File: config.mk
export PLATFORM = sky130hd
export DESIGN_NAME = c3mf_queue
export DESIGN_NICKNAME = d
export VERILOG_FILES = /design/src/hdl/c3mf_pkg.sv /design/src/hdl/c3mf_queue.sv
export SDC_FILE = /design/constraint.sdc
export NUM_CORES = 1
export LEC_CHECK = 0
export ABC_AREA = 1
export BUFFER_PORTS_ARGS = -buffer_cell sky130_fd_sc_hd__buf_2
export CAP_MARGIN = 0
export CELL_PAD_IN_SITES_DETAIL_PLACEMENT = 1
export CELL_PAD_IN_SITES_GLOBAL_PLACEMENT = 1
export CORE_MARGIN = 2
export CORE_UTILIZATION = 40
export CTS_BUF_LIST = sky130_fd_sc_hd__clkbuf_16
export DETAILED_ROUTE_END_ITERATION = 16
export PLACE_DENSITY = 0.78
export SYNTH_ARGS = -nofsm -noshare
export SYNTH_HDL_FRONTEND = slang
export SYNTH_SLANG_ARGS = --single-unit
File: constraint.sdc
create_clock -name clk -period 2.2 [get_ports clk]
set_clock_uncertainty 0.05 [all_clocks]
set_input_delay 0.11 -clock clk [delete_from_list [all_inputs] [get_ports clk]]
set_output_delay 0.11 -clock clk [all_outputs]
set_load 0.005 [all_outputs]
File: src/hdl/c3mf_pkg.sv
`default_nettype none

package c3mf_pkg;

    localparam int DEF_MAX_WIDTH      = 2048;
    localparam int DEF_COEF_FRAC_BITS = 12;

    localparam int MAX_HEIGHT = 2048;
    localparam int DIM_W      = 12;
    localparam int ROW_CNT_W  = 11;
    localparam int PIX_W      = 8;
    localparam int COEF_W     = 48;
    localparam int COEF_BITS  = 16;
    localparam int CFG_IDX_W  = 3;

    localparam int PROD_W = 24;
    localparam int ROW_W  = 26;
    localparam int ACC_W  = 28;

    localparam int QUEUE_DEPTH = 4;

    localparam logic [COEF_W-1:0] COEF_RESET = 48'h01C7_01C7_01C7;
    localparam logic [DIM_W-1:0]  DIM_RESET  = 12'd512;

    typedef enum logic [CFG_IDX_W-1:0] {
        REG_COEF_TOP = 3'd0,
        REG_COEF_MID = 3'd1,
        REG_COEF_BOT = 3'd2,
        REG_WIDTH    = 3'd3,
        REG_HEIGHT   = 3'd4
    } c3mf_reg_t;

    typedef enum logic {
        ACT_PIXEL = 1'b0,
        ACT_FLUSH = 1'b1
    } c3mf_action_t;

    typedef struct packed {
        logic is_flush;
        logic sel_older;
        logic emit;
        logic border;
        logic eof;
    } c3mf_ctl_t;

    typedef struct packed {
        logic accept;
        logic draining;
    } c3mf_front_sts_t;

endpackage

`default_nettype wire

File: src/hdl/c3mf_queue.sv
`default_nettype none

module c3mf_queue import c3mf_pkg::*; #(
    parameter int DATA_W = 8
) (
    input  wire logic              clk,
    input  wire logic              rst_n,
    input  wire logic              push,
    input  wire logic [DATA_W-1:0] wdata,
    input  wire logic              pop,
    output logic                   rvalid,
    output logic [DATA_W-1:0]      rdata,
    output logic                   full
);

    localparam int PTR_W = $clog2(QUEUE_DEPTH);
    localparam int CNT_W = $clog2(QUEUE_DEPTH + 1);

    logic [DATA_W-1:0] slot_reg [QUEUE_DEPTH];
    logic [PTR_W-1:0]  wr_ptr_reg, wr_ptr_next, rd_ptr_reg, rd_ptr_next;
    logic [CNT_W-1:0]  cnt_reg, cnt_next;
    logic              do_push, do_pop;

    assign full    = (cnt_reg == CNT_W'(QUEUE_DEPTH));
    assign rvalid  = (cnt_reg != '0);
    assign rdata   = slot_reg[rd_ptr_reg];
    assign do_push = push && !full;
    assign do_pop  = pop && rvalid;

    always_comb
    begin
        wr_ptr_next = wr_ptr_reg;
        rd_ptr_next = rd_ptr_reg;
        cnt_next    = cnt_reg;
        if (do_push)
        begin
            wr_ptr_next = (wr_ptr_reg == PTR_W'(QUEUE_DEPTH - 1)) ? '0 : wr_ptr_reg + PTR_W'(1);
        end
        if (do_pop)
        begin
            rd_ptr_next = (rd_ptr_reg == PTR_W'(QUEUE_DEPTH - 1)) ? '0 : rd_ptr_reg + PTR_W'(1);
        end
        if (do_push && !do_pop)
        begin
            cnt_next = cnt_reg + CNT_W'(1);
        end
        else if (do_pop && !do_push)
        begin
            cnt_next = cnt_reg - CNT_W'(1);
        end
        else
        begin
            cnt_next = cnt_reg;
        end
    end

    always_ff @(posedge clk or negedge rst_n)
    begin
        if (!rst_n)
        begin
            wr_ptr_reg <= '0;
            rd_ptr_reg <= '0;
            cnt_reg    <= '0;
        end
        else
        begin
            wr_ptr_reg <= wr_ptr_next;
            rd_ptr_reg <= rd_ptr_next;
            cnt_reg    <= cnt_next;
        end
    end

    always_ff @(posedge clk)
    begin
        if (do_push)
        begin
            slot_reg[wr_ptr_reg] <= wdata;
        end
    end

endmodule

`default_nettype wire

==> flow_summary_export.csv <==
group,metric,value,unit
clock_network,tritoncts,"yes",
finish,layout_common_cells,"38 x nand2_1, 32 x edfxtp_1, 26 x inv_1",
placement,port_buffers,21,
clock_network,worstSkewPairLatency,280,ps
sta,hold_violations,0,
logic_synthesis,syn_area,1750,µm²
floorplan,rows,24,
outcome,status,"completed",
sta,min_period,1920,ps
placement,dp_hpwl,2.53,mm
clock_network,cts-root-buf,"clkbuf_16",
sta,rsz0062_at_grt,"no",
power,vdd_drop_max,0.676,mV
finish,mostFrequentLayoutCell,"nand2_1",
finish,largest_reg_flops,32,
clock_network,postCtsResizedCells,0,
global_routing,antenna_found_initial,0,
floorplan,ioPinCount,22,
clock_network,cts_buffer_depth,2,
finish,stdcell_count,240,
sta,drv_slew,0,
finish,diodes,0,
drt,vias,1174,
drt,ant_nets,0,
floorplan,die_area,4930,µm²
worst_setup_path,cpMaxStageDelayCell,"dfrtp_1",
drt,drt_first_pass_iters,4,
clock_network,cts_sinks,39,
worst_setup_path,cp_max_fo,7,
floorplan,start_util,40.9,%
run,max-cap-violations,0,
worst_setup_path,crit_chain,"inv_2 -> nand3_2 -> nand2_2 -> inv_2 -> ha_1 -> inv_1 -> fa_1 -> nand2_1 -> o21ai_0",
drt,vias_per_cell,4.89,
power,p_clk_share,24.8,%
drt,initialDrtViolationCount,50,
power,power_frac_comb,35.6,%
global_routing,grt_pass1_wl,6.35,mm
sta,max_freq,0.521,GHz
logic_synthesis,ys_seq_elements,39,
power,cellPowerDensity,1340,nW/µm²
worst_setup_path,cpPeakStageDelay,420,ps
logic_synthesis,yosysWarnings,0,
logic_synthesis,synth_fp_nets,172,
logic_synthesis,synth_cells,153,
placement,placed_cell_area,1920,µm²
worst_setup_path,cp_common_cell,"inv_2",
sta,slew_headroom,67.3,%
power,seqPwrFrac,39.6,%
logic_synthesis,synth-seq-area-share,64.8,%
finish,layout-drive-gt1-share,22.9,%
finish,post-route-cell-area,2110,µm²
worst_setup_path,arrival,2030,ps
drt,route.detailed.drc,0,
clock_network,path_clk_slew,60,ps
drt,routedWlPerCell,16.2,µm
logic_synthesis,synth_area_per_cell,11.5,µm²
power,power.leakage,0.934,nW
finish,syn2layout_area_growth,20.5,%
finish,final_core_util,49.2,%
finish,finalNetCount,206,
sta,setup_violations,0,
logic_synthesis,synth.distinct_cells,17,
placement,dp_cells,227,
sta,fin_setup_tns,0,ps
placement,gp_congestion,0.682,
worst_setup_path,critPathRequiredTime,2310,ps
worst_setup_path,start_kind,"flip-flop",
power,p_sw,0.00103,W
power,internal_power,0.00180,W
sta,min_period_over_period,87.3,%
power,switching_share,36.3,%
global_routing,gr-total-overflow,0,
finish,filler_cell_count,488,
drt,finalWirelength,3.89,mm
clock_network,cts_hold_buf,5,
global_routing,grt_max_degree,20,
clock_network,cts-buffers-inserted,5,
clock_network,htree_levels,2,
floorplan,die_w,70.2,µm
sta,worst-slew-pin-transition,490,ps
min_path,worstHoldPathType,"in2reg",
global_routing,grt_util_all_layers,17.5,%
floorplan,die_height,70.2,µm
worst_setup_path,path_class,"reg2reg",
global_routing,grt_pass1_vias,1313,
worst_setup_path,crit_path_end_kind,"flip-flop",
clock_network,cts_setup_buffers,0,
floorplan,core_area,4290,µm²
metrics by stage:
| stage | setup slack [ps] | power (W) | hold slack (ps) |
|---|---|---|---|
| after detailed placement | 301 | 0.00213 | -92.0 |
| after global routing | 152 | 0.00302 | 1.68 |
| after CTS | 263 | 0.00286 | 1.33 |
| after floorplan | 509 | 0.00178 | -236 |
| after global placement | 444 | 0.00202 | -97.4 |
| final | 279 | 0.00283 | 0.414 |
layer usage:
layer	track usage, %	vias up	wire [µm]
li1	-	572	-
met1	18.7	566	1490
met2	33.1	28	2200
met3	3.03	8	125
met4	7.91	0	71
met5	0	-	0
final timing paths:
| kind | endpoint | slack, ps | start | depth (start not counted) |
|---|---|---|---|---|
| worst min register to register | wr_ptr_reg[1]$_DFFE_PN0P_ | 500 | wr_ptr_reg[1]$_DFFE_PN0P_ | 2 |
| worst max register to register | cnt_reg[1]$_DFFE_PN0P_ | 280 | cnt_reg[1]$_DFFE_PN0P_ | 9 |
| max in group asynchronous | cnt_reg[2]$_DFFE_PN0P_ | 1800 | rst_n | 2 |
| worst max-delay path | cnt_reg[1]$_DFFE_PN0P_ | 280 | cnt_reg[1]$_DFFE_PN0P_ | 9 |
| min in group asynchronous | cnt_reg[0]$_DFFE_PN0P_ | 140 | rst_n | 2 |
| worst min-delay path | slot_reg[0][1]$_DFFE_PP_ | 0.4 | wdata[1] | 1 |
cells by family after synthesis:
family / count (synthesis) / synth area share (%)
adders and majority gates: 7 / 5.42
and+or+nand+nor: 53 / 12.7
AOI/OAI and AO/OA: 17 / 7.13
buffers and inverters: 36 / 9.49
xor gates and xnor gates: 1 / 0.499
DFF: 39 / 64.8
worst max-delay path: cells and delay by family (launching register included):
kind	cells	cell delay (ps)
AND/OR/NAND/NOR	3	360
adder cells (fa/ha/maj)	2	630
flip-flops	1	420
buffers and inverters	3	260
AO/OA/AOI/OAI	1	80
cells in the mapped netlist:
cell type	n	area share (%)
nand2_1	38	8.1
edfxtp_1	32	55
inv_1	26	5.6
o211ai_1	16	6.8
dfrtp_1	7	10
ha_1	6	4.3
nor2_1	6	1.3
inv_2	5	1.1
nand3_1	5	1.4
buf_6	4	2.6
nand3_2	2	1.1
buf_2	1	0.29
fa_1	1	1.1
nand2_2	1	0.36
nand4_1	1	0.36
o21ai_0	1	0.29
xnor2_1	1	0.50
cell type report:
| cell class | count | area [µm²] | share of cell area (%) |
|---|---|---|---|
| Sequential cell | 39 | 1140 | 53.7 |
| Multi-Input combinational cell | 78 | 452 | 21.4 |
| Timing Repair Buffer | 32 | 200 | 9.47 |
| Clock buffer | 5 | 125 | 5.92 |
| Inverter | 31 | 116 | 5.50 |
| Clock inverter | 3 | 20.0 | 0.947 |
| Tap cell | 52 | 65.1 | 3.08 |
power by group through the flow:
stage                     Combinational (W)  Sequential [W]  Clock (W)
after global placement             0.000906         0.00112          0
after floorplan                    0.000704         0.00108          0
after CTS                           0.00102         0.00113   0.000710
after global routing                0.00115         0.00114   0.000731
after detailed placement           0.000995         0.00114          0
final                               0.00101         0.00112   0.000703
(Power assumes the default switching activity.)
