File: config.mk
export PLATFORM = sky130hd
export DESIGN_NAME = c3mf_front
export DESIGN_NICKNAME = d
export VERILOG_FILES = /design/src/hdl/c3mf_pkg.sv /design/src/hdl/c3mf_front.sv
export SDC_FILE = /design/constraint.sdc
export NUM_CORES = 1
export LEC_CHECK = 0
export ABC_CLOCK_PERIOD_IN_PS = 18000
export BUFFER_PORTS_ARGS = -buffer_cell sky130_fd_sc_hd__clkbuf_2
export CORE_ASPECT_RATIO = 1.5
export CORE_MARGIN = 2
export CORE_UTILIZATION = 30
export CTS_CLUSTER_SIZE = 8
export DETAILED_ROUTE_END_ITERATION = 8
export MAX_ROUTING_LAYER = met4
export PLACE_DENSITY = 0.54
export RECOVER_POWER = 100
export SETUP_SLACK_MARGIN = 0.02
export SYNTH_ARGS = -nofsm -noshare
export SYNTH_HDL_FRONTEND = slang
export SYNTH_SLANG_ARGS = --single-unit
File: constraint.sdc
create_clock -name clk -period 18 [get_ports clk]
set_input_delay 3.6 -clock clk [delete_from_list [all_inputs] [get_ports clk]]
set_output_delay 3.6 -clock clk [all_outputs]
set_load 0.02 [all_outputs]
File: src/hdl/c3mf_pkg.sv
`default_nettype none

package c3mf_pkg;

    localparam int DEF_MAX_WIDTH      = 2048;
    localparam int DEF_COEF_FRAC_BITS = 12;

    localparam int MAX_HEIGHT = 2048;
    localparam int DIM_W      = 12;
    localparam int ROW_CNT_W  = 11;
    localparam int PIX_W      = 8;
    localparam int COEF_W     = 48;
    localparam int COEF_BITS  = 16;
    localparam int CFG_IDX_W  = 3;

    localparam int PROD_W = 24;
    localparam int ROW_W  = 26;
    localparam int ACC_W  = 28;

    localparam int QUEUE_DEPTH = 4;

    localparam logic [COEF_W-1:0] COEF_RESET = 48'h01C7_01C7_01C7;
    localparam logic [DIM_W-1:0]  DIM_RESET  = 12'd512;

    typedef enum logic [CFG_IDX_W-1:0] {
        REG_COEF_TOP = 3'd0,
        REG_COEF_MID = 3'd1,
        REG_COEF_BOT = 3'd2,
        REG_WIDTH    = 3'd3,
        REG_HEIGHT   = 3'd4
    } c3mf_reg_t;

    typedef enum logic {
        ACT_PIXEL = 1'b0,
        ACT_FLUSH = 1'b1
    } c3mf_action_t;

    typedef struct packed {
        logic is_flush;
        logic sel_older;
        logic emit;
        logic border;
        logic eof;
    } c3mf_ctl_t;

    typedef struct packed {
        logic accept;
        logic draining;
    } c3mf_front_sts_t;

endpackage

`default_nettype wire

File: src/hdl/c3mf_front.sv
`default_nettype none

module c3mf_front import c3mf_pkg::*; #(
    parameter int MAX_WIDTH = DEF_MAX_WIDTH
) (
    input  wire logic                         clk,
    input  wire logic                         rst_n,
    input  wire logic                         in_valid,
    output logic                              in_stall,
    input  wire logic                         action,
    input  wire logic [PIX_W-1:0]             pixel,
    input  wire logic [DIM_W-1:0]             image_width,
    input  wire logic [DIM_W-1:0]             image_height,
    input  wire logic                         q_full,
    output logic                              push,
    output c3mf_ctl_t                         cmd_ctl,
    output logic [$clog2(MAX_WIDTH)-1:0]      cmd_addr,
    output logic [PIX_W-1:0]                  cmd_pixel,
    output c3mf_front_sts_t                   sts
);

    localparam int AW = $clog2(MAX_WIDTH);
    localparam int WW = $clog2(MAX_WIDTH + 1);
    localparam int FW = $clog2(MAX_WIDTH + 2);
    localparam int EW = ((WW > DIM_W) ? WW : DIM_W) + 2;

    logic [AW-1:0]        col_reg, col_next;
    logic [ROW_CNT_W-1:0] row_reg, row_next;
    logic [FW-1:0]        flush_reg, flush_next;

    logic [EW-1:0] w_ext, h_ext, w_eff, h_eff;
    logic [EW-1:0] x_e, y_e, r_e, c_e, k_e;
    logic [FW-1:0] k;
    logic          accept, draining, last_col, last_row, interior;

    always_comb
    begin
        w_ext = EW'(image_width);
        h_ext = EW'(image_height);
        if (w_ext < EW'(3))
        begin
            w_eff = EW'(3);
        end
        else if (w_ext > EW'(MAX_WIDTH))
        begin
            w_eff = EW'(MAX_WIDTH);
        end
        else
        begin
            w_eff = w_ext;
        end
        if (h_ext < EW'(3))
        begin
            h_eff = EW'(3);
        end
        else if (h_ext > EW'(MAX_HEIGHT))
        begin
            h_eff = EW'(MAX_HEIGHT);
        end
        else
        begin
            h_eff = h_ext;
        end
    end

    assign in_stall     = q_full;
    assign accept       = in_valid && !q_full;
    assign draining     = (flush_reg != '0);
    assign sts.accept   = accept;
    assign sts.draining = draining;

    always_comb
    begin
        k        = flush_reg - FW'(1);
        k_e      = EW'(k);
        x_e      = EW'(col_reg);
        y_e      = EW'(row_reg);
        last_col = (x_e + EW'(1)) >= w_eff;
        last_row = (y_e + EW'(1)) >= h_eff;
        if (col_reg != '0)
        begin
            r_e = y_e - EW'(1);
            c_e = x_e - EW'(1);
        end
        else
        begin
            r_e = y_e - EW'(2);
            c_e = w_eff - EW'(1);
        end
        interior = (r_e >= EW'(1)) && ((r_e + EW'(2)) <= h_eff)
                && (c_e >= EW'(1)) && ((c_e + EW'(2)) <= w_eff);

        col_next   = col_reg;
        row_next   = row_reg;
        flush_next = flush_reg;
        push       = 1'b0;
        cmd_ctl    = '0;
        cmd_addr   = col_reg;
        cmd_pixel  = pixel;

        priority if (accept && draining)
        begin
            push              = 1'b1;
            cmd_ctl.is_flush  = 1'b1;
            cmd_ctl.emit      = 1'b1;
            cmd_ctl.border    = 1'b1;
            cmd_ctl.sel_older = (k == '0);
            cmd_ctl.eof       = (k_e >= w_eff);
            cmd_addr          = (k == '0) ? AW'(w_eff - EW'(1)) : AW'(k - FW'(1));
            flush_next        = cmd_ctl.eof ? '0 : flush_reg + FW'(1);
        end
        else if (accept && (action == ACT_PIXEL))
        begin
            push           = 1'b1;
            cmd_ctl.emit   = (y_e >= EW'(2)) || ((y_e == EW'(1)) && (x_e >= EW'(1)));
            cmd_ctl.border = !interior;
            if (last_col)
            begin
                col_next = '0;
                if (last_row)
                begin
                    row_next   = '0;
                    flush_next = FW'(1);
                end
                else
                begin
                    row_next = ROW_CNT_W'(y_e + EW'(1));
                end
            end
            else
            begin
                col_next = AW'(x_e + EW'(1));
            end
        end
        else
        begin
            push = 1'b0;
        end
    end

    always_ff @(posedge clk or negedge rst_n)
    begin
        if (!rst_n)
        begin
            col_reg   <= '0;
            row_reg   <= '0;
            flush_reg <= '0;
        end
        else
        begin
            col_reg   <= col_next;
            row_reg   <= row_next;
            flush_reg <= flush_next;
        end
    end

endmodule

`default_nettype wire

==> run summary, run 1 <==
The first routing iteration left 347 violations. A synthesized cell averages 7.386 um^2. For the worst-skew pair, the clock arrives at the later sink with an insertion delay of 290 ps. The overall via count from detail_route came out at 5600. The initial antenna violation count came out at 0. Across the routed clock network, the largest skew measured is 6.068 ps. The buffer count from post-CTS setup fixing came out at 0. The total negative slack came out at 0 ps. The iteration count of the initial detailed-routing pass is 5.

The total I/O pin count came out at 65. Across all hold checks on the routed design, the worst slack comes to 563.5 ps. For this run, global-route usage on met1 was measured as 20.02%. The total count of hold-check failures in the final report is 0. Yosys attributes the largest share of cell area to ha_1, dfrtp_1, nand2_1, xnor2_1, o21ai_0. The signal on the critical path passes through clkbuf_1 > clkinv_1 > a21oi_1 > ha_1 > inv_1 > a22oi_1 > nor2_1 > o41ai_1 > nand2b_1 > xnor2_1 > ha_1 > a21o_1 > a21o_1 > a2111oi_0 > o211ai_1 > a211oi_1 > a21boi_0 > a311o_1 > clkbuf_1. TritonCTS created 5 clock buffers.

For this run, asynchronously set or reset flops after synthesis account for 100.0%. For this design, the sink count on the clock tree is 34. Yosys printed 0 warnings. In the synthesized netlist the dominant register cell turns out to be dfrtp_1. Summed over all layers, the global routing overflow is 0. The part of the total power dissipated in sequential elements is 12.4%. After clock tree synthesis, the flow added hold-fix buffers numbering 0.

The checks that failed: max-capacitance violations, max-slew violations. The fraction of the cycle the final worst path needs came out at 70.68%. The net count of the finished layout is 903. The maximum number of pins on one net before global-route repair is 35. The required time of the critical path is 14400 ps.

The deepest clock path buffer count came out at 2. The number of nets produced by synthesis came out at 891. Across the VDD grid, the largest voltage drop is 73.95 uV. The net switching power figure came out at 419.4 uW. The most used routing layer is met2.

The sum of buffers and inverters on the critical path is 4. The flip-flop count of the largest register, all copies and words added is 12. The netlist area before placement is 5732 um^2. The most common cell in the synthesized netlist is nand2_1.

Timing would allow up to 78.60 MHz. The internal power is 412.7 uW. After clock tree synthesis, the clock-pin slew on the worst setup and hold paths is 50 ps. The post-detailed-route wirelength per cell is 17.07 um.

The number of max-slew violations in the final report is 35. The via count of the first global-routing pass is 5419. The headroom to the max-slew limit is -31.53%. The critical path launch point type is a primary input. The repair_antennas step left the layout with diodes totalling 0. The flow ran to the end, but the final reports show violations.

The initialized floorplan defines 61 standard-cell rows. The share of Yosys cell area claimed by the top area cell type came out at 17.03%. At the pin with the least slew margin, the transition time is 1973 ps. The ratio of cells with drive above 1 in the final layout is 8.365%.

The leakage power summed over all cells is 2.779 nW. The die height is 173.3 um. The per-cell via count in the routed design came out at 5.379. The count of maximum capacitance violations is 1. Sequential cells were found to cover 14.84% of the synthesized design area. The width of the die is 116.9 um.

The commonest cells after synthesis are nand2_1, ha_1, o21ai_0. The post-synthesis to final-layout area growth came out at 8.885%. The initial standard-cell utilization of the core came out at 30.78%. The number of instances in the synthesized netlist is 776. The synthesized design spends more area on one cell type than any other, namely ha_1.

The peak fanout along the critical path came out at 20. The count of instances resized after the clock tree is built came out at 0. In this run the worst hold path is classified as reg -> reg. The count of H-tree levels built during CTS came out at 2.

The critical path is of the in -> out type. The tree is rooted in a clkbuf_16. The count of distinct cell types in the synthesized netlist came out at 76.

Setup repair after global routing left no endpoint under its margin. The routed wire length came out at 17.77 mm. The minimum setup slack in the final design is 5278 ps. The number of input and output port buffers inserted is 48. The area inside the core boundary is 18620 um^2. The met3 global-route usage is 2.413%.

For this design, the slowest cell found on the critical path is o41ai_1. The die outline area is 20250 um^2. The kind of cell with the highest combined delay along the critical path is compound AO/OA/AOI/OAI gates.

The switching part of the total is 50.40%. The global placer's final weighted congestion is 0.9416. The register bit total from synthesis came out at 34. The routing usage on met2 came out at 32.66%. On the worst path, the slowest cell contributes a delay of 770 ps. Once detail routing completed, the nets flagged for antenna violations numbered 0. The number of DRC violations after detailed routing is 0. The share of total power dissipated in combinational logic is 73.5%. The sum of net half-perimeters after detailed placement is 14.54 mm. Yosys mapped a number of flops with a built-in enable equal to 0. The areal power density over the cells is 133.3 nW/um^2. The global-route wire length before repair is 28.17 mm. The clock network accounts for 14.1% of the total power. The overall routing resource usage is 18.08%. The total of endpoints with negative setup slack in the final report is 0. The placement-stage worst setup slack is 5483 ps. The post-route minimum period came out at 12720 ps.

TritonCTS built the clock tree. STA classifies the critical path endpoint as an output pin. The arrival time at the worst endpoint is 9120 ps.
-- cells in the final DEF (no fill, tap or decap), types with 5 or more instances in the layout --
master     netlist  routed
a21o_1           8       8
a21oi_1         32      32
a31oi_1         15      15
and3_1          12      12
clkbuf_1        27      21
clkbuf_16        0       5
clkbuf_2         0      29
dfrtp_1         34      34
ha_1            78      78
inv_1           40      40
mux2i_1         15      15
nand2_1        113     113
nand2b_1        15      15
nand3_1         41      41
nand4_1         16      16
nor2_1          50      50
nor2b_1          7       7
nor3_1          13      13
nor4_1           8       7
o21a_1           6       6
o21ai_0         52      52
o22ai_1          7       7
o31ai_1          6       6
or2_2            5       5
or3_1            6       6
or4_1            7       7
xnor2_1         47      47
xor2_1          17      17
-- per-stage QoR --
| step | utilization (%) | cells | instance area (um^2) | power [mW] |
|---|---|---|---|---|
| floorplan | - | 776 | 5732 | 0.5697 |
| global placement | 32.68 | 1033 | 6086 | 0.7217 |
| detailed placement | 32.68 | 1033 | 6086 | 0.7190 |
| CTS | 33.72 | 1041 | 6280 | 0.8411 |
| global route | 33.51 | 1041 | 6241 | 0.9175 |
| finish | 33.51 | 1041 | 6241 | 0.8321 |
-- cells by family (layout without fill, tap and decap cells) --
family                   after synthesis  in the layout  synth area share [%]
AO/OA/AOI/OAI                        167            167                 18.51
XOR/XNOR                              65             65                 10.06
adder cells (fa/ha/maj)               78             78                 17.03
buffers and inverters                 90            103                 7.029
flip-flops                            34             34                 14.84
multiplexers                          19             19                 3.405
AND/OR/NAND/NOR                      323            323                 29.12
-- tightest hold or removal path, delay by kind of cell, from the launching register on --
kind	cells	cell delay (ps)
compound gates	1	70
simple gates	1	60
flops	1	390
-- final cells by class --
class	count	area [um^2]
clock buffer	5	125.1
clock inverter	3	68.82
fill	2061	12380
inverter	42	157.7
multi-input combinational	652	4477
sequential	34	850.8
tap	252	315.3
timing repair buffer	53	246.5
-- power groups by stage --
stage          clock network [mW]  logic [mW]  registers, mW
3_3_place_gp                    0       0.618          0.104
2_1_floorplan                   0       0.478         0.0913
5_1_grt                     0.122       0.690          0.105
4_1_cts                     0.120       0.619          0.103
6_report                    0.118       0.611          0.103
3_5_place_dp                    0       0.615          0.104
-- metal layers --
| layer | up-vias | share of wire (%) |
|---|---|---|
| li1 | 2800 | - |
| met1 | 2627 | 40 |
| met2 | 129 | 53 |
| met3 | 44 | 3.6 |
| met4 | 0 | 3.7 |
| met5 | - | 0 |
-- final timing paths --
kind	startpoint	to	slack (ps)	cells after the start
setup reg to reg	flush_reg[0]$_DFFE_PN0P_	flush_reg[2]$_DFFE_PN0P_	13020	14
min in group asynchronous	rst_n	flush_reg[3]$_DFFE_PN0P_	3850	1
max in group asynchronous	rst_n	col_reg[9]$_DFFE_PN0P_	13000	1
setup / recovery	image_width[11]	cmd_ctl[1]	5280	19
hold / removal	flush_reg[1]$_DFFE_PN0P_	flush_reg[1]$_DFFE_PN0P_	560	2
hold reg to reg	flush_reg[1]$_DFFE_PN0P_	flush_reg[1]$_DFFE_PN0P_	560	2
Power figures use the tool's default switching activity.
==> inputs of run 2 (changes only) <==
--- a/config.mk
+++ b/config.mk
@@ -5,7 +5,7 @@
 export SDC_FILE = /design/constraint.sdc
 export NUM_CORES = 1
 export LEC_CHECK = 0
-export ABC_CLOCK_PERIOD_IN_PS = 18000
+export ABC_CLOCK_PERIOD_IN_PS = 12700
 export BUFFER_PORTS_ARGS = -buffer_cell sky130_fd_sc_hd__clkbuf_2
 export CORE_ASPECT_RATIO = 1.5
 export CORE_MARGIN = 2
==> constraint.sdc (replaced) <==
create_clock -name clk -period 12.7 [get_ports clk]
set_input_delay 2.54 -clock clk [delete_from_list [all_inputs] [get_ports clk]]
set_output_delay 2.54 -clock clk [all_outputs]
set_load 0.02 [all_outputs]
==> run 2 against run 1 <==
Against the previous run:
- the run still ends with max-capacitance violations, max-slew violations left
- clock power grew 38%
- critical path depth is the same
- worst setup slack worse by 3300 ps
- final cell count unchanged
- critical path type unchanged
- largest cell class unchanged
- largest power group unchanged
==> run summary, run 2 (synthesis results as in run 1) <==
The count of routing violations after the opening detailed-route iteration is 265 (-24%). The per-cell via count in the routed design came to 5.367 (-0.23%). The overall via count from detail_route is 5587 (-0.23%).

The post-synthesis to final-layout area growth came out at 8.841% (about the same). The net count of the finished layout came out at 903 (unchanged). The number of input and output port buffers inserted is 48 (unchanged). The area inside the core boundary is 18620 um^2 (unchanged). The overall routing resource usage is 18.14% (+0.061 points).

The global-route wire length before repair came to 28.35 mm (+0.64%). The number of clock sinks seen by CTS is 34 (unchanged). The total count of hold-check failures in the final report is 0 (unchanged).

The number of cells on the worst hold path is 1 (-1). The summed area of non-filler cells in the final layout is 6238 um^2 (about the same). The number of max-slew violations in the final report is 35 (unchanged). The iteration count of the initial detailed-routing pass came out at 5 (unchanged). The number of clock buffers inserted by TritonCTS is 5 (unchanged).

The required time of the critical path came to 10160 ps (-4240 ps). The pin slew with the least headroom to its limit is 2028 ps (+55.08 ps). The final reports fail on max-capacitance violations, max-slew violations.

Setup repair after global routing left no endpoint under its margin. The tree is rooted in a clkbuf_16. The flip-flop count of the largest register, all copies and words added came out at 12 (unchanged).

The via count of the first global-routing pass is 5513 (+1.7%). The total negative slack is 0 ps (unchanged). The capture endpoint of the worst hold path is flush_reg[6]$_DFFE_PN0P_. The total I/O pin count is 65 (unchanged). The number of DRC violations after detailed routing was 0 (unchanged).

The clock skew is 6.523 ps (+0.4556 ps). The endpoint identified for the worst register-to-register timing path is flush_reg[2]$_DFFE_PN0P_. The startpoint of the most critical register-to-register path is flush_reg[0]$_DFFE_PN0P_. The worst setup slack for register-to-register paths came out at 7730 ps (-5290 ps). The post-route minimum period came out at 10730 ps. The fraction of the core area covered by cells at the end of the flow came out at 33.50% (about the same).

The instance area at placement was 6086 um^2 (unchanged). The leakage power summed over all cells is 2.778 nW (about the same). The peak fanout along the critical path is 20 (unchanged). Of the available clock period, the critical path in the final layout requires 84.46%.

The areal power density over the cells came out at 188.1 nW/um^2 (+41%). The count of hold buffers inserted by post-cts repair is 0 (unchanged). STA classifies the critical path startpoint as a primary input.

The overflow left after global routing is 0 (unchanged). The number of diodes came out at 0 (unchanged). The deepest clock path buffer count is 2 (unchanged).

The insertion delay to the later sink of the worst-skew pair was 290 ps (about the same). The die outline area came out at 20250 um^2 (unchanged). The library cell used most frequently in the layout, excluding fill and tap cells, is nand2_1. The ratio of cells with drive above 1 in the final layout came out at 8.365% (unchanged). The initial antenna violation count came out at 0 (unchanged).

The sum of net half-perimeters after detailed placement came out at 14.59 mm (+0.36%). The routed wire length is 17.74 mm (-0.19%). The tightest min-delay check is of the reg -> reg type.

The count of maximum capacitance violations came out at 1 (unchanged). The width of the die is 116.9 um (unchanged). By startpoint and endpoint, the worst setup path is classified as in -> out. The register clock-pin slew on the reported worst setup and hold paths came to 50 ps (about the same). The total number of placement rows is 61 (unchanged). The maximum number of pins on one net before global-route repair is 35 (unchanged).

The die height is 173.3 um (unchanged). The headroom to the max-slew limit was -35.20% (-3.7 points). The worst vdd rail ir drop came to 101.6 uV (+37%).

The number of cells traversed by the worst register-to-register path came to 14 (unchanged). The startpoint identified for the worst hold timing path is flush_reg[6]$_DFFE_PN0P_. The buffer count from post-CTS setup fixing is 0 (unchanged). The total of endpoints with negative setup slack in the final report came out at 0 (unchanged).

The arrival time at the worst endpoint came out at 8190 ps (-930 ps). The global placer's final weighted congestion is 0.9414 (about the same). The filler cell count in the final layout is 2089 (+1.4%). The number of nets still failing antenna checks after routing is 0 (unchanged). STA classifies the critical path endpoint as an output pin. The post-detailed-route wirelength per cell came out at 17.04 um (-0.19%). The count of H-tree levels built during CTS came out at 2 (unchanged). The count of instances resized after the clock tree is built was 0 (unchanged). TritonCTS built the clock tree. The library cells used most frequently in the layout, excluding fill and tap cells, are nand2_1, ha_1, o21ai_0. The flow ran to the end, but the final reports show violations. The achievable frequency came out at 93.23 MHz. The initial standard-cell utilization of the core came out at 30.78% (unchanged).
==> run 2: cell type report <==
cell class / instances / area, um^2 / area share, %
clock buffer: 5 / 125.1 / 2.006
timing repair buffer: 53 / 244.0 / 3.911
clock inverter: 3 / 68.82 / 1.103
inverter: 42 / 157.7 / 2.527
sequential: 34 / 850.8 / 13.64
multi-input combinational: 652 / 4477 / 71.76
tap: 252 / 315.3 / 5.054
==> run 2: metrics by stage <==
step / std cells / hold WS [ps] / setup slack [ps] / power, mW
2_1_floorplan: 776 / 501.1 / 3192 / 0.8074
3_3_place_gp: 1033 / 553.6 / 2418 / 1.023
3_5_place_dp: 1033 / 546.5 / 2217 / 1.019
4_1_cts: 1041 / 554.5 / 2205 / 1.190
5_1_grt: 1041 / 592.0 / 1535 / 1.297
6_report: 1041 / 556.9 / 1973 / 1.173
==> run 2: critical path, cell delays in order <==
cell and delay, ps:
clkbuf_1 250, clkinv_1 570, a21oi_1 530, ha_1 320, inv_1 150, a22oi_1 310
nor2_1 90, o41ai_1 860, nand2b_1 150, xnor2_1 170, ha_1 320, a21o_1 160
a21o_1 160, a2111oi_0 630, o211ai_1 170, a211oi_1 230, a21boi_0 110, a311o_1 280
clkbuf_1 170
==> run 2: power breakdown <==
| part | leakage, nW | internal [mW] | switching [mW] |
|---|---|---|---|
| Combinational | 2.22 | 0.354 | 0.510 |
| Sequential | 0.467 | 0.118 | 0.0280 |
| Clock | 0.0940 | 0.113 | 0.0505 |
==> run 2: routing by layer <==
layer | global-route usage (%) | share of wire [%] | vias to the layer above
met5 | - | 0 | -
met4 | 6.373 | 3.9 | 0
met3 | 2.378 | 3.5 | 41
met2 | 32.85 | 54 | 143
met1 | 19.88 | 39 | 2605
li1 | - | - | 2798
==> run 2: how the worst max path moves through the flow <==
stage | startpoint | endpoint | slack [ps] | cells after the start
detailed placement | image_width[8] | cmd_ctl[1] | 2220 | 21
floorplan | image_width[8] | cmd_ctl[1] | 3190 | 19
global route | image_width[11] | cmd_ctl[1] | 1540 | 19
CTS | image_width[8] | cmd_ctl[1] | 2210 | 21
global placement | image_width[8] | cmd_ctl[1] | 2420 | 21
finish | image_width[11] | cmd_ctl[1] | 1970 | 19
==> inputs of run 3 (changes only) <==
--- a/config.mk
+++ b/config.mk
@@ -5,7 +5,7 @@
 export SDC_FILE = /design/constraint.sdc
 export NUM_CORES = 1
 export LEC_CHECK = 0
-export ABC_CLOCK_PERIOD_IN_PS = 12700
+export ABC_CLOCK_PERIOD_IN_PS = 9600
 export BUFFER_PORTS_ARGS = -buffer_cell sky130_fd_sc_hd__clkbuf_2
 export CORE_ASPECT_RATIO = 1.5
 export CORE_MARGIN = 2
@@ -13,7 +13,7 @@
 export CTS_CLUSTER_SIZE = 8
 export DETAILED_ROUTE_END_ITERATION = 8
 export MAX_ROUTING_LAYER = met4
-export PLACE_DENSITY = 0.54
+export PLACE_DENSITY = 0.55
 export RECOVER_POWER = 100
 export SETUP_SLACK_MARGIN = 0.02
 export SYNTH_ARGS = -nofsm -noshare
==> constraint.sdc (replaced) <==
create_clock -name clk -period 9.6 [get_ports clk]
set_input_delay 1.92 -clock clk [delete_from_list [all_inputs] [get_ports clk]]
set_output_delay 1.92 -clock clk [all_outputs]
set_load 0.02 [all_outputs]
==> run 3 against run 2 <==
Against the previous run:
- the flow still finishes with violations (max-capacitance violations, max-slew violations)
- register-to-register slack worse by 3200 ps
- sequential power is 32% higher
- core utilization is 0.13 points higher
- first-iteration DRC count is 12% higher
- non-clock buffer count is 2 higher
- clock power is 34% higher
- cell area is 0.40% higher
- largest cell class unchanged
- largest power group unchanged
- highest routed layer unchanged
==> run summary, run 3 (synthesis results as in run 1) <==
The die height is 173.3 um (unchanged). STA classifies the critical path startpoint as a primary input. The met3 global-route usage came to 2.063% (-0.31 points). The count of H-tree levels built during CTS came out at 2 (unchanged). The post-synthesis to final-layout area growth came out at 9.278%. The arrival time at the worst endpoint came to 6920 ps (-1270 ps). The count of maximum capacitance violations is 1 (unchanged). The clock skew was 7.346 ps (+0.8231 ps).

The number of diodes is 0 (unchanged). The total I/O pin count came out at 65 (unchanged). The die outline area came out at 20250 um^2 (unchanged). The post-route minimum period came out at 8843 ps. The initial standard-cell utilization of the core came out at 30.78% (unchanged). The global routing usage on met1 is 19.96% (+0.082 points). The initial antenna violation count is 0 (unchanged). The routing usage on met2 is 32.35% (-0.51 points). The sequential cell area was 850.8 um^2 (unchanged).

The register clock-pin slew on the reported worst setup and hold paths came out at 60 ps (about the same). The library cells used most frequently in the layout, excluding fill and tap cells, are nand2_1, ha_1, o21ai_0. The instance count on the critical path is 21 (+2). The placed cell count came to 1035 (+0.19%). The global placer's final weighted congestion is 0.9080 (-3.5%). The overflow left after global routing is 0 (unchanged). The sum of net half-perimeters after detailed placement is 14.35 mm (-1.7%). The worst hold path belongs to the class reg -> reg. The category of the worst setup path capture point is an output pin. The startpoint identified for the worst register-to-register timing path is flush_reg[0]$_DFFE_PN0P_.

The total count of hold-check failures in the final report came out at 0 (unchanged). The total negative slack is 0 ps (unchanged). Setup repair after global routing left no endpoint under its margin. The worst setup slack for register-to-register paths came out at 4550 ps (-3180 ps). The sum of buffers and inverters on the critical path is 3 (-1). The areal power density over the cells came out at 248.1 nW/um^2 (+32%). The CTS root buffer is clkbuf_16. The total of endpoints with negative setup slack in the final report is 0 (unchanged). The TritonCTS clock tree is yes. The number of clock buffers inserted by TritonCTS came out at 5 (unchanged). The maximum number of pins on one net before global-route repair is 35 (unchanged).

The peak fanout along the critical path is 6 (-70%). The most used routing layer is met2. The flip-flop count of the largest register, all copies and words added was 12 (unchanged). The count of instances resized after the clock tree is built came out at 0 (unchanged).

The flow ran to the end, but the final reports show violations. The number of cells traversed by the worst register-to-register path came to 14 (unchanged). The worst register-to-register path ends at flush_reg[2]$_DFFE_PN0P_. The overall routing resource usage came out at 17.84% (-0.31 points). The number of nets still failing antenna checks after routing is 0 (unchanged). The critical path is of the in -> out type. The number of cells on the worst hold path came out at 1 (unchanged). The library cell used most frequently in the layout, excluding fill and tap cells, is nand2_1.

The count of routing violations after the opening detailed-route iteration came out at 297 (+12%). By instance count, the cell type seen most on the critical path is ha_1. Tracing the worst setup path back leads to its startpoint at image_width[8]. The width of the die came out at 116.9 um (unchanged).

The filler cell count in the final layout came out at 2070 (-0.91%). The net count of the finished layout is 905 (+0.22%). The headroom to the max-slew limit came to -32.34% (+2.9 points). The area inside the core boundary came out at 18620 um^2 (unchanged).

The post-detailed-route wirelength per cell was 16.80 um (-1.4%). The iteration count of the initial detailed-routing pass is 4 (-1). The leakage power summed over all cells came out at 2.790 nW (+0.44%). The fraction of the cycle the final worst path needs is 92.12%. The overall via count from detail_route came out at 5509 (-1.4%). Traced cell by cell, the critical path runs through clkbuf_1 > or4_1 > nor3_1 > a21oi_1 > ha_1 > inv_1 > xnor2_1 > a21oi_1 > ha_1 > nand4_1 > nand2b_1 > xnor2_1 > ha_1 > a21o_1 > a21o_1 > a2111oi_0 > o211ai_1 > a211oi_1 > a21boi_0 > a311o_1 > clkbuf_1. The maximum single-stage delay on the critical path is 630 ps (-230 ps). The number of clock sinks seen by CTS is 34 (unchanged). The worst setup path endpoint is cmd_ctl[1].

The total number of placement rows is 61 (unchanged). The insertion delay to the later sink of the worst-skew pair is 290 ps (about the same). The ratio of cells with drive above 1 in the final layout came out at 8.723% (+0.36 points). The final cell count without fillers is 1043 (+0.19%).

The pin slew with the least headroom to its limit is 1985 ps (-42.96 ps). The count of hold buffers inserted by post-cts repair is 0 (unchanged). The per-cell via count in the routed design is 5.282 (-1.6%). The number of input and output port buffers inserted came out at 48 (unchanged). The cell with the largest stage delay on the worst path is or4_1. The via count of the first global-routing pass is 5362 (-2.7%). The number of DRC violations after detailed routing is 0 (unchanged). The achievable frequency came out at 113.1 MHz.

The multi-input combinational cell area is 4484 um^2 (+0.17%). The routed wire length came out at 17.52 mm (-1.2%). The deepest clock path buffer count came out at 2 (unchanged). The worst vdd rail ir drop is 154.5 uV (+52%). The final reports fail on max-capacitance violations, max-slew violations.

The global-route wire length before repair is 27.90 mm (-1.6%). The dominant delay contributor by cell family on the critical path is compound AO/OA/AOI/OAI gates. The number of max-slew violations in the final report is 35 (unchanged).

The buffer count from post-CTS setup fixing came to 0 (unchanged). The required time of the critical path came out at 7680 ps (-2480 ps).
==> run 3: cell count changes in the layout (fill, tap and decap cells not counted), sizes merged <==
| cell | previous run | this run |
|---|---|---|
| buf | 2 | 5 |
| clkbuf | 56 | 55 |
==> run 3: layout make-up <==
cell class                 instances  share of cell area [%]
multi-input combinational        652                   71.59
sequential                        34                   13.58
tap                              252                   5.034
timing repair buffer              55                   4.175
inverter                          42                   2.517
clock buffer                       5                   1.998
clock inverter                     3                   1.099
==> run 3: stage by stage <==
stage	instance area [um^2]	hold slack (ps)	setup slack, ps	utilization (%)	power (mW)
6_report	6264	571.7	756.8	33.63	1.554
5_1_grt	6264	609.4	263.7	33.63	1.719
4_1_cts	6295	571.6	791.5	33.80	1.573
3_5_place_dp	6101	555.5	807.7	32.76	1.346
3_3_place_gp	6101	556.3	879.5	32.76	1.349
2_1_floorplan	5732	501.1	1332	-	1.068
==> run 3: metal layers <==
| metal | vias up | part of all wire [%] |
|---|---|---|
| met5 | - | 0 |
| met4 | 0 | 2.7 |
| met3 | 28 | 3.0 |
| li1 | 2803 | - |
| met1 | 2570 | 40 |
| met2 | 108 | 54 |
==> run 3: power breakdown <==
| part | internal (mW) | leakage [nW] | total [mW] | switching, mW |
|---|---|---|---|---|
| combinational | 0.472 | 2.23 | 1.14 | 0.670 |
| clock | 0.149 | 0.0940 | 0.219 | 0.0696 |
| sequential | 0.156 | 0.467 | 0.193 | 0.0374 |
==> run 3: how the worst min path moves through the flow <==
stage / startpoint / end / slack (ps)
after detailed placement: flush_reg[1]$_DFFE_PN0P_ / flush_reg[1]$_DFFE_PN0P_ / 560
final: flush_reg[6]$_DFFE_PN0P_ / flush_reg[6]$_DFFE_PN0P_ / 570
after floorplan: flush_reg[1]$_DFFE_PN0P_ / flush_reg[1]$_DFFE_PN0P_ / 500
after global routing: flush_reg[6]$_DFFE_PN0P_ / flush_reg[6]$_DFFE_PN0P_ / 610
after global placement: flush_reg[6]$_DFFE_PN0P_ / flush_reg[6]$_DFFE_PN0P_ / 560
after CTS: flush_reg[6]$_DFFE_PN0P_ / flush_reg[6]$_DFFE_PN0P_ / 570
